File: src/rtl/core/sliding_window_mean_variance_unit_macros.svh
// ----------------------------------------------------------------------------
// Sliding window mean/variance assertion macros
// Concurrent assertion wrappers clocked on clk_i, disabled in reset.
// ----------------------------------------------------------------------------
`ifndef SLIDING_WINDOW_MEAN_VARIANCE_UNIT_MACROS_SVH
`define SLIDING_WINDOW_MEAN_VARIANCE_UNIT_MACROS_SVH

// same-cycle implication
`define SWMV_ASSERT_NOW(lbl, ante, cons, msg) \
  lbl: assert property (@(posedge clk_i) disable iff (!rst_ni) (ante) |-> (cons)) \
    else $error(msg);

// next-cycle implication
`define SWMV_ASSERT_NXT(lbl, ante, cons, msg) \
  lbl: assert property (@(posedge clk_i) disable iff (!rst_ni) (ante) |=> (cons)) \
    else $error(msg);

`endif

File: src/rtl/core/swmv_pkg.sv
// ----------------------------------------------------------------------------
// swmv_pkg
// Shared widths and defaults for the sliding window mean/variance unit.
// ----------------------------------------------------------------------------
`timescale 1ns / 1ps

package swmv_pkg;

  localparam int unsigned WindowMaxDef = 64;
  localparam int unsigned SampleW      = 32;
  localparam int unsigned VarW         = 63;
  localparam int unsigned CntW         = 7;
  localparam int unsigned WlW          = 7;
  localparam int unsigned DivW         = 64;
  localparam logic [WlW-1:0] WlReset   = 7'd8;

endpackage

File: src/rtl/core/swmv_div.sv
// ----------------------------------------------------------------------------
// swmv_div
// Restoring unsigned divider, one quotient bit per cycle, small divisor.
// ----------------------------------------------------------------------------
`timescale 1ns / 1ps

module swmv_div import swmv_pkg::*; #(
  parameter int unsigned DvsW = 7
) (
  input  logic            clk_i,
  input  logic            rst_ni,
  input  logic            start_i,
  input  logic [DivW-1:0] dividend_i,
  input  logic [DvsW-1:0] divisor_i,
  output logic            done_o,
  output logic [DivW-1:0] quot_o
);

  localparam int unsigned CntBits = $clog2(DivW + 1);

  logic [CntBits-1:0] cnt_q, cnt_d;
  logic               busy_q, busy_d;
  logic               done_q, done_d;
  logic [DivW-1:0]    dq_q, dq_d;
  logic [DvsW-1:0]    rem_q, rem_d;
  logic [DvsW-1:0]    dvs_q, dvs_d;
  logic [DvsW:0]      rem_sh;
  logic               ge;

  always_comb begin
    rem_sh = {rem_q, dq_q[DivW-1]};
    ge     = rem_sh >= {1'b0, dvs_q};
    busy_d = busy_q;
    done_d = 1'b0;
    cnt_d  = cnt_q;
    dq_d   = dq_q;
    rem_d  = rem_q;
    dvs_d  = dvs_q;
    if (start_i) begin
      busy_d = 1'b1;
      cnt_d  = CntBits'(DivW);
      dq_d   = dividend_i;
      rem_d  = '0;
      dvs_d  = divisor_i;
    end else if (busy_q) begin
      rem_d = ge ? DvsW'(rem_sh - {1'b0, dvs_q}) : DvsW'(rem_sh);
      dq_d  = {dq_q[DivW-2:0], ge};
      cnt_d = cnt_q - 1'b1;
      if (cnt_q == CntBits'(1)) begin
        busy_d = 1'b0;
        done_d = 1'b1;
      end
    end
  end

  always_ff @(posedge clk_i or negedge rst_ni) begin
    if (!rst_ni) begin
      busy_q <= 1'b0;
      done_q <= 1'b0;
      cnt_q  <= '0;
    end else begin
      busy_q <= busy_d;
      done_q <= done_d;
      cnt_q  <= cnt_d;
    end
  end

  always_ff @(posedge clk_i) begin
    dq_q  <= dq_d;
    rem_q <= rem_d;
    dvs_q <= dvs_d;
  end

  assign done_o = done_q;
  assign quot_o = dq_q;

endmodule

File: config.mk
export PLATFORM = sky130hd
export DESIGN_NAME = swmv_div
export DESIGN_NICKNAME = d
export VERILOG_FILES = /design/src/rtl/core/sliding_window_mean_variance_unit_macros.svh /design/src/rtl/core/swmv_pkg.sv /design/src/rtl/core/swmv_div.sv
export SDC_FILE = /design/constraint.sdc
export NUM_CORES = 1
export LEC_CHECK = 0
export BUFFER_PORTS_ARGS = -buffer_cell sky130_fd_sc_hd__buf_2
export CORE_ASPECT_RATIO = 2
export CORE_MARGIN = 2
export CORE_UTILIZATION = 54
export CTS_CLUSTER_SIZE = 10
export DETAILED_ROUTE_END_ITERATION = 16
export GPL_TIMING_DRIVEN = 0
export PLACE_DENSITY = 0.86
export SETUP_SLACK_MARGIN = 0.02
export SLEW_MARGIN = 20
export SYNTH_ARGS = -nofsm -noshare
export SYNTH_HDL_FRONTEND = slang
export SYNTH_SLANG_ARGS = --single-unit
File: constraint.sdc
create_clock -name clk_i -period 4.5 [get_ports clk_i]
set_input_delay 0.45 -clock clk_i [delete_from_list [all_inputs] [get_ports clk_i]]
set_output_delay 0.45 -clock clk_i [all_outputs]
set_load 0.02 [all_outputs]
==> metrics.md, run 1 <==
| Metric | Value |
|---|---|
| Outcome | complete, no violations |
| Clock sinks | 87 |
| Site row count | 44 |
| Worst r2r path cells | 8 |
| Top cells by area, synth | edfxtp_1, mux2_2, dfrtp_1 |
| Mean post-synth cell area | 14.6 µm² |
| I/O pin total | 139 |
| Met2 track demand over resource | 41.8% |
| Hold/Removal Path Class | in2reg |
| Die height | 126 µm |
| VDD IR-drop max | 0.376 mV |
| WHS Path Cells | 1 |
| Initial drt markers | 183 |
| Syn Nets | 358 |
| Syn Std Cell Area | 4000 µm² |
| Final WS setup | 2100 ps |
| H-tree depth | 3 |
| Initial core utilization | 55.4% |
| Pwr dens | 512 nW/µm² |
| Sequential area share after synthesis | 62.5% |
| Critical path origin | quot_o[63] |
| Final ANT Viol Nets | 0 |
| Busiest grt layer | met2 |
| Startpoint types | register |
| Cells after Synth | 274 |
| Yosys warning count | 0 |
| Vias in the first global route | 3036 |
| Layout cells sized above 1 | 52.6% |
| Pwr Total | 2.62 mW |
| Cell variety after synth | 36 |
| Worst EP required | 4750 ps |
| CTS tree | done |
| Worst skew pair latency | 340 ps |
| Drt via density | 5.43 |
| CP arrival | 2650 ps |
| Number of hold violations in the final report | 0 |
| RSZ-0062 raised after global routing | false |
| Final core utilization | 71.0% |
| Area share of the largest cell type after synthesis | 53.4% |
| DIE AREA | 8140 µm² |
| Final number of max-transition violations | 0 |
| Met1 usage | 23.2% |
| Fin area | 5120 µm² |
| Total congestion overflow | 0 |
| Core Area | 7210 µm² |
| Fmax | 0.416 GHz |
| Post-CTS Resized | 0 |
| DP HPWL | 6750 µm |
| Setup crit end kind | register |
| Max-cap check violation count | 0 |
| #FFs+latches synth | 87 |
| Placed Area | 4830 µm² |
| Met3 GRT Util | 4.29% |
| Fin nets | 509 |
| Slew @ Worst Pin | 573 ps |
| Inserted Diodes | 0 |
| Via count | 2835 |
| Internal reg-to-reg setup slack | 2100 ps |
| Post-Route Setup TNS | 0 ps |
| I/O Buffers | 138 |
| Tcrit/Tclk final | 53.4% |
| Leak | 2.20 nW |
| Initial antenna violation count | 0 |
| Worst-path clk slew | 60 ps |
| CP Max Fanout | 9 |
| WL final | 8950 µm |
| Worst Clk Skew | 5.03 ps |
| Largest net degree at the start of global routing | 65 |
| Final Setup Violations | 0 |
| Fin crit period | 2400 ps |
| Die width | 64.8 µm |
| Commonest non-fill, non-tap cell in the layout | buf_2 |
| Max_slew headroom | 61.8% |
| First-pass GRT wire length | 14100 µm |
| Total CTS buffers | 9 |
| Most frequent cells in the layout | buf_2, edfxtp_1, mux2_2 |
| Pre-CTS setup slack | 1960 ps |
| Layout area overhead | 28.2% |
| Synth area leader | edfxtp_1 |
| Maximum clock insertion buffer count | 2 |
| FILL cells | 524 |
| Gr usage total | 23.0% |
| Reg2reg start | quot_o[63] |
| Critical path type | reg2reg |
| Residual DRC | 0 |
| GPL Wtd Cong | 0.800 |
| Wire length per cell | 17.1 µm |
| DR pass1 iterations | 4 |
| Worst Setup EP | rem_q[4] |
| Worst R2R End | rem_q[4] |
| Root Driver | clkbuf_16 |
-- cells in the mapped netlist --
cell,count
edfxtp_1,71
dfrtp_1,9
nor3_4,1
ha_1,9
xor2_1,2
nand2b_1,4
o311ai_0,1
a211oi_4,1
xnor2_1,3
nor3_1,4
nor4b_1,3
nand4_1,1
a21oi_1,4
or3_1,5
o31ai_1,1
nor3b_1,3
dfxtp_1,7
a311oi_1,3
nor2_1,22
nand2_1,10
nand3_1,3
a31oi_1,1
mux2i_1,1
o21ai_0,5
or3b_2,1
a211oi_1,3
inv_1,13
and2_1,1
nor2_2,1
buf_2,1
fa_1,1
or4_1,1
a311oi_2,2
nand3_2,1
clkbuf_1,10
mux2_2,65
-- critical path, stage by stage, from the launching register on --
cell and delay, ps:
edfxtp_1 360, inv_1 60, ha_1 220, fa_1 390
nand2b_1 240, a211oi_4 290, nor3_4 100, or3_1 390
a311oi_2 260
-- layout make-up --
cell class	instances	area (µm²)	area share, %
sequential	87	2500	48.8
multi-input combinational	163	1410	27.5
timing repair buffer	140	728	14.2
clock buffer	11	233	4.54
tap	92	115	2.25
inverter	13	51.3	1.00
clock inverter	5	48.8	0.953
buffer	11	42.5	0.830
-- per-layer routing --
| metal | up-vias | part of all wire [%] | routed length [µm] |
|---|---|---|---|
| li1 | 1321 | - | - |
| met1 | 1387 | 33 | 2960 |
| met2 | 101 | 59 | 5240 |
| met3 | 26 | 4.3 | 386 |
| met4 | 0 | 4.1 | 367 |
| met5 | - | 0 | 0 |
-- flip-flops by register name (all words and copies together), names as in the netlist --
| signal | cells |
|---|---|
| rem_q | 7 |
| quot_o | 64 |
| done_o | 1 |
| cnt_q | 7 |
| dvs_q | 7 |
| busy_q | 1 |
-- what timing repair did --
item,4_1_cts,5_1_grt
hold buffers,1,0
hold endpoints to repair,9,0
setup buffers,0,0
endpoints found under the setup margin,0,0
-- cells by family (layout without fill, tap and decap cells) --
kind of cell | Yosys count | count (layout) | share of synthesized area, %
AOI/OAI and AO/OA | 21 | 21 | 4.17
muxes | 66 | 66 | 18.6
DFF | 87 | 87 | 62.5
adders and majority gates | 10 | 10 | 3.32
and+or+nand+nor | 61 | 61 | 8.05
buffers and inverters | 24 | 180 | 2.29
xor gates and xnor gates | 5 | 5 | 1.10
-- through the flow --
step / std cells / hold WS [ps]
detailed placement: 505 / 315
CTS: 522 / 274
global route: 522 / 277
finish: 522 / 282
global placement: 504 / 307
floorplan: 274 / 154
-- report_power, final --
part | internal, mW | switching, mW | total, mW | leakage [nW]
logic | 0.325 | 0.440 | 0.765 | 1.14
clock network | 0.425 | 0.292 | 0.718 | 0.141
registers | 1.04 | 0.0980 | 1.14 | 0.915
total | 1.79 | 0.830 | 2.62 | 2.20
-- worst min-delay path by stage --
stage,slack [ps],from,endpoint
after global routing,280,divisor_i[1],dvs_q[1]
after global placement,310,rst_ni,done_o
final,280,divisor_i[5],dvs_q[5]
after CTS,270,divisor_i[5],dvs_q[5]
after detailed placement,310,rst_ni,done_o
after floorplan,150,rst_ni,busy_q
Note: power is estimated with default switching activity, not from simulation.
==> run 2, diff against run 1 <==
--- a/config.mk
+++ b/config.mk
@@ -8,11 +8,11 @@
 export BUFFER_PORTS_ARGS = -buffer_cell sky130_fd_sc_hd__buf_2
 export CORE_ASPECT_RATIO = 2
 export CORE_MARGIN = 2
-export CORE_UTILIZATION = 54
+export CORE_UTILIZATION = 50
 export CTS_CLUSTER_SIZE = 10
 export DETAILED_ROUTE_END_ITERATION = 16
 export GPL_TIMING_DRIVEN = 0
-export PLACE_DENSITY = 0.86
+export PLACE_DENSITY = 0.81
 export SETUP_SLACK_MARGIN = 0.02
 export SLEW_MARGIN = 20
 export SYNTH_ARGS = -nofsm -noshare
==> constraint.sdc (replaced) <==
create_clock -name clk_i -period 2.4 [get_ports clk_i]
set_input_delay 0.24 -clock clk_i [delete_from_list [all_inputs] [get_ports clk_i]]
set_output_delay 0.24 -clock clk_i [all_outputs]
set_load 0.02 [all_outputs]
==> metrics.md, run 2 (synthesis gave the netlist of run 1 again) <==
| Metric | Value |
|---|---|
| Total CTS buffers | 9 (unchanged) |
| Fin crit period | 2240 ps (-162 ps) |
| Most frequent cells in the layout | buf_2, edfxtp_1, mux2_2 |
| Wire length per cell | 15.1 µm (-12%) |
| FILL cells | 621 (+19%) |
| Maximum clock insertion buffer count | 2 (unchanged) |
| Startpoint types | register |
| Max_slew headroom | 62.8% (+1.0 points) |
| CTS tree | done |
| Inserted Diodes | 0 (unchanged) |
| Critical path type | reg2reg |
| CP max-delay cell | or3_1 |
| Final WS setup | 158 ps (-1940 ps) |
| Largest net degree at the start of global routing | 34 (-48%) |
| Post-CTS Setup Inserts | 0 (unchanged) |
| I/O Buffers | 138 (unchanged) |
| Sequence of cells on the critical path | inv_1 > ha_1 > fa_2 > nand2b_4 > a211oi_4 > nor3_4 > or3_1 > a311oi_2 |
| Pwr dens | 946 nW/µm² (+85%) |
| Leak | 2.22 nW (+0.76%) |
| Internal reg-to-reg setup slack | 160 ps (-1940 ps) |
| Final core utilization | 66.0% (-5.0 points) |
| Setup crit end kind | register |
| DR pass1 iterations | 4 (unchanged) |
| Via count | 2740 (-3.4%) |
| VDD IR-drop max | 0.597 mV (+59%) |
| Multi-input gate area | 1420 µm² (+0.71%) |
| Commonest non-fill, non-tap cell in the layout | buf_2 |
| Gr usage total | 18.7% (-4.3 points) |
| Final number of max-transition violations | 0 (unchanged) |
| Die width | 67.2 µm (+3.7%) |
| Hold/Removal Path Class | in2reg |
| I/O pin total | 139 (unchanged) |
| Vias in the first global route | 2665 (-12%) |
| Layout area overhead | 29.3% |
| CP Max Fanout | 9 (unchanged) |
| Pwr Total | 4.89 mW (+86%) |
| Post-Route Setup TNS | 0 ps (unchanged) |
| CP arrival | 2490 ps (-160 ps) |
| Initial drt markers | 120 (-34%) |
| Drt via density | 5.20 (-4.3%) |
| Root Driver | clkbuf_16 |
| Site row count | 46 (+4.5%) |
| Fin nets | 510 (+0.20%) |
| Core Area | 7830 µm² (+8.5%) |
| Largest stage delay, worst path | 400 ps (about the same) |
| Sequential cell area | 2500 µm² (unchanged) |
| GPL Wtd Cong | 0.818 (+2.3%) |
| Worst Clk Skew | 3.89 ps (-1.13 ps) |
| Worst EP required | 2650 ps (-2100 ps) |
| Initial antenna violation count | 0 (unchanged) |
| Residual DRC | 0 (unchanged) |
| Number of hold violations in the final report | 0 (unchanged) |
| Clock sinks | 87 (unchanged) |
| Final Setup Violations | 0 (unchanged) |
| Tcrit/Tclk final | 93.4% (+40 points) |
| Worst skew pair latency | 330 ps (about the same) |
| Total congestion overflow | 0 (unchanged) |
| H-tree depth | 3 (unchanged) |
| Slew @ Worst Pin | 558 ps (-15.1 ps) |
| DIE AREA | 8760 µm² (+7.6%) |
| Final ANT Viol Nets | 0 (unchanged) |
| WL final | 7950 µm (-11%) |
| Finished Layout Cells | 527 (+0.96%) |
| Pre-CTS setup slack | -169 ps (-2120 ps) |
| Initial core utilization | 51.0% (-4.4 points) |
| Outcome | complete, no violations |
| First-pass GRT wire length | 12200 µm (-13%) |
| RSZ-0062 raised after global routing | false |
| Largest register FFs | 64 (unchanged) |
| Worst-path clk slew | 60 ps (about the same) |
| Fmax | 0.446 GHz (+7.2%) |
| Die height | 130 µm (+3.8%) |
| Max-cap check violation count | 0 (unchanged) |
| DP HPWL | 5820 µm (-14%) |
| Dpl cells | 510 (+0.99%) |
| Layout cells sized above 1 | 53.6% (+1.0 points) |
run 2: cell types whose count changed in the layout (fill, tap and decap cells not counted), sizes merged:
| cell | delta |
|---|---|
| clkinv | +1 |
| buf | +1 |
| clkbuf | -2 |
| inv | -1 |
| clkinvlp | +2 |
run 2: cell type report:
class,instances,share of cell area [%]
Sequential cell,87,48.3
Multi-Input combinational cell,163,27.4
Buffer,11,0.847
Clock buffer,9,4.36
Inverter,13,1.02
Timing Repair Buffer,141,14.5
Clock inverter,7,1.23
Tap cell,96,2.32
run 2: final timing paths:
path / start / endpoint / depth (start not counted)
min: divisor_i[6] / dvs_q[6] / 1
min reg2reg: rem_q[6] / rem_q[6] / 2
max in group asynchronous: rst_ni / busy_q / 2
max: quot_o[63] / rem_q[3] / 8
min in group asynchronous: rst_ni / cnt_q[1] / 2
max reg2reg: quot_o[63] / rem_q[3] / 8
run 2: layer usage:
metal  share of wire (%)  wire [µm]  global-route usage (%)
met5                   0          0                       0
met2                  48       3800                    28.9
met3                 9.0        714                    8.05
met1                  42       3340                    23.4
met4                 1.3        102                    6.72
run 2: power by group:
part | internal, mW | leakage (nW) | switching [mW] | total [mW]
Combinational | 0.618 | 1.16 | 0.797 | 1.41
Clock | 0.797 | 0.140 | 0.552 | 1.35
Sequential | 1.95 | 0.915 | 0.173 | 2.13
Total | 3.37 | 2.22 | 1.52 | 4.89
run 2: critical path: cells and delay by family (launching register included):
family | cells | cell delay [ps]
and+or+nand+nor | 3 | 670
adders and majority gates | 2 | 570
AOI/OAI and AO/OA | 2 | 510
DFF | 1 | 340
buffers and inverters | 1 | 60
run 2: through the flow:
stage,hold WS (ps),area (µm²)
after floorplan,-55.6,4000
after global placement,99.8,4810
after detailed placement,101,4860
after CTS,66.5,5160
after global routing,63.0,5170
final,77.1,5170
run 2: timing repair:
| action | in CTS | in global routing |
|---|---|---|
| endpoints found under the setup margin | 0 | 38 |
| hold buffers | 1 | 0 |
| hold endpoints to repair | 9 | 0 |
| resized for setup | 0 | 5 |
==> run 3, diff against run 2 <==
--- a/config.mk
+++ b/config.mk
@@ -8,11 +8,11 @@
 export BUFFER_PORTS_ARGS = -buffer_cell sky130_fd_sc_hd__buf_2
 export CORE_ASPECT_RATIO = 2
 export CORE_MARGIN = 2
-export CORE_UTILIZATION = 50
+export CORE_UTILIZATION = 54
 export CTS_CLUSTER_SIZE = 10
 export DETAILED_ROUTE_END_ITERATION = 16
 export GPL_TIMING_DRIVEN = 0
-export PLACE_DENSITY = 0.81
+export PLACE_DENSITY = 0.86
 export SETUP_SLACK_MARGIN = 0.02
 export SLEW_MARGIN = 20
 export SYNTH_ARGS = -nofsm -noshare
==> constraint.sdc (replaced) <==
create_clock -name clk_i -period 2.87 [get_ports clk_i]
set_input_delay 0.287 -clock clk_i [delete_from_list [all_inputs] [get_ports clk_i]]
set_output_delay 0.287 -clock clk_i [all_outputs]
set_load 0.02 [all_outputs]
==> metrics.md, run 3 (synthesis gave the netlist of run 1 again) <==
| Metric | Value |
|---|---|
| Max-cap check violation count | 0 (unchanged) |
| Commonest non-fill, non-tap cell in the layout | buf_2 |
| Largest net degree at the start of global routing | 65 (+91%) |
| Via count | 2835 (+3.5%) |
| Fin nets | 509 (-0.20%) |
| Layout cells sized above 1 | 52.6% (-1.0 points) |
| Largest register FFs | 64 (unchanged) |
| Root Driver | clkbuf_16 |
| Max_slew headroom | 61.7% (-1.1 points) |
| Site row count | 44 (-4.3%) |
| Layout area overhead | 28.2% |
| Initial drt markers | 187 (+56%) |
| Fmax | 0.419 GHz (-6.0%) |
| Placed Area | 4830 µm² (-0.54%) |
| CP arrival | 2640 ps (+150 ps) |
| Initial antenna violation count | 0 (unchanged) |
| Initial core utilization | 55.4% (+4.4 points) |
| Setup crit end kind | register |
| Total congestion overflow | 0 (unchanged) |
| Internal power | 2.81 mW (-17%) |
| Hold Buf Count CTS | 1 (unchanged) |
| Most frequent cells in the layout | buf_2, edfxtp_1, mux2_2 |
| GPL Wtd Cong | 0.800 (-2.2%) |
| Outcome | complete, no violations |
| Total CTS buffers | 9 (unchanged) |
| VDD IR-drop max | 0.592 mV (-0.85%) |
| Combinational power share | 29.1% (+0.2 points) |
| WL final | 8940 µm (+12%) |
| Post-CTS Resized | 0 (unchanged) |
| DR pass1 iterations | 4 (unchanged) |
| Core Area | 7210 µm² (-7.9%) |
| H-tree depth | 3 (unchanged) |
| RSZ-0062 raised after global routing | false |
| CTS tree | done |
| Critical path type | reg2reg |
| Clock share of power | 27.4% (-0.2 points) |
| Maximum clock insertion buffer count | 2 (unchanged) |
| Pwr Total | 4.11 mW (-16%) |
| Sw Pwr | 1.30 mW (-14%) |
| Multi-input gate area | 1410 µm² (-0.71%) |
| Tcrit/Tclk final | 83.1% (-10 points) |
| I/O pin total | 139 (unchanged) |
| Clock sinks | 87 (unchanged) |
| First-pass GRT wire length | 14100 µm (+15%) |
| Worst Clk Skew | 5.01 ps (+1.12 ps) |
| Gr usage total | 23.0% (+4.3 points) |
| Residual DRC | 0 (unchanged) |
| Hold/Removal Path Class | in2reg |
| FILL cells | 524 (-16%) |
| Number of hold violations in the final report | 0 (unchanged) |
| Worst EP required | 3120 ps (+470 ps) |
| Fin crit period | 2390 ps (+143 ps) |
| Slew @ Worst Pin | 575 ps (+16.9 ps) |
| Fin area | 5120 µm² (-0.87%) |
| Die height | 126 µm (-3.7%) |
| Final number of max-transition violations | 0 (unchanged) |
| Leak | 2.20 nW (-0.75%) |
| Final ANT Viol Nets | 0 (unchanged) |
| Inserted Diodes | 0 (unchanged) |
| Drt via density | 5.43 (+4.5%) |
| Startpoint types | register |
| CP Max Fanout | 9 (unchanged) |
| DIE AREA | 8140 µm² (-7.1%) |
| Final Setup Violations | 0 (unchanged) |
| Pwr dens | 803 nW/µm² (-15%) |
| Worst skew pair latency | 340 ps (about the same) |
| Vias in the first global route | 3036 (+14%) |
| I/O Buffers | 138 (unchanged) |
| DP HPWL | 6750 µm (+16%) |
| Post-CTS Setup Inserts | 0 (unchanged) |
| Wire length per cell | 17.1 µm (+13%) |
| Sequential power share | 43.5% (about the same) |
| Worst-path clk slew | 60 ps (about the same) |
| Sequential cell area | 2500 µm² (unchanged) |
| Sw frac | 31.6% (+0.53 points) |
| Die width | 64.8 µm (-3.5%) |
run 3: power by group through the flow:
| stage | sequential [mW] | clock, mW | combinational [mW] |
|---|---|---|---|
| floorplan | 1.96 | 0 | 0.669 |
| global placement | 1.80 | 0 | 1.14 |
| detailed placement | 1.81 | 0 | 1.20 |
| CTS | 1.79 | 1.14 | 1.21 |
| global route | 1.82 | 1.18 | 1.32 |
| finish | 1.79 | 1.13 | 1.20 |
run 3: metal layers:
layer  wire [µm]  global-route usage, %  part of all wire [%]  vias to the layer above
li1            -                      -                     -                     1321
met1        2940                   23.2                    33                     1385
met2        5220                   41.8                    58                      103
met3         405                   4.29                   4.5                       26
met4         367                   14.6                   4.1                        0
met5           0                      0                     0                        -
run 3: worst max-delay path: stages, from the launching register on:
cell and delay, ps:
edfxtp_1 360, inv_1 60, ha_1 220, fa_1 390
nand2b_1 240, a211oi_4 290, nor3_4 100, or3_1 390
a311oi_2 260
run 3: final timing paths:
kind | slack (ps) | from | endpoint | cells past startpoint
worst max-delay path | 480 | quot_o[63] | rem_q[4] | 8
worst min-delay path | 120 | divisor_i[5] | dvs_q[5] | 1
worst max register to register | 480 | quot_o[63] | rem_q[4] | 8
worst min register to register | 510 | rem_q[5] | rem_q[6] | 2
max in group asynchronous | 2370 | rst_ni | cnt_q[6] | 2
min in group asynchronous | 320 | rst_ni | cnt_q[1] | 2
run 3: layout make-up:
cell class | count | share of cell area (%)
Clock buffer | 11 | 4.54
Tap cell | 92 | 2.25
Inverter | 13 | 1.00
Multi-Input combinational cell | 163 | 27.5
Clock inverter | 5 | 0.953
Timing Repair Buffer | 140 | 14.2
Sequential cell | 87 | 48.8
Buffer | 11 | 0.830
run 3: stage by stage:
step	setup slack (ps)	cells	util [%]	setup TNS [ps]	hold slack, ps
final	484	522	71.0	0	117
after global routing	312	522	71.0	0	114
after CTS	483	522	71.0	0	111
after detailed placement	488	505	67.0	0	152
after global placement	-840	504	66.6	-53560	144
after floorplan	224	274	-	0	-8.59
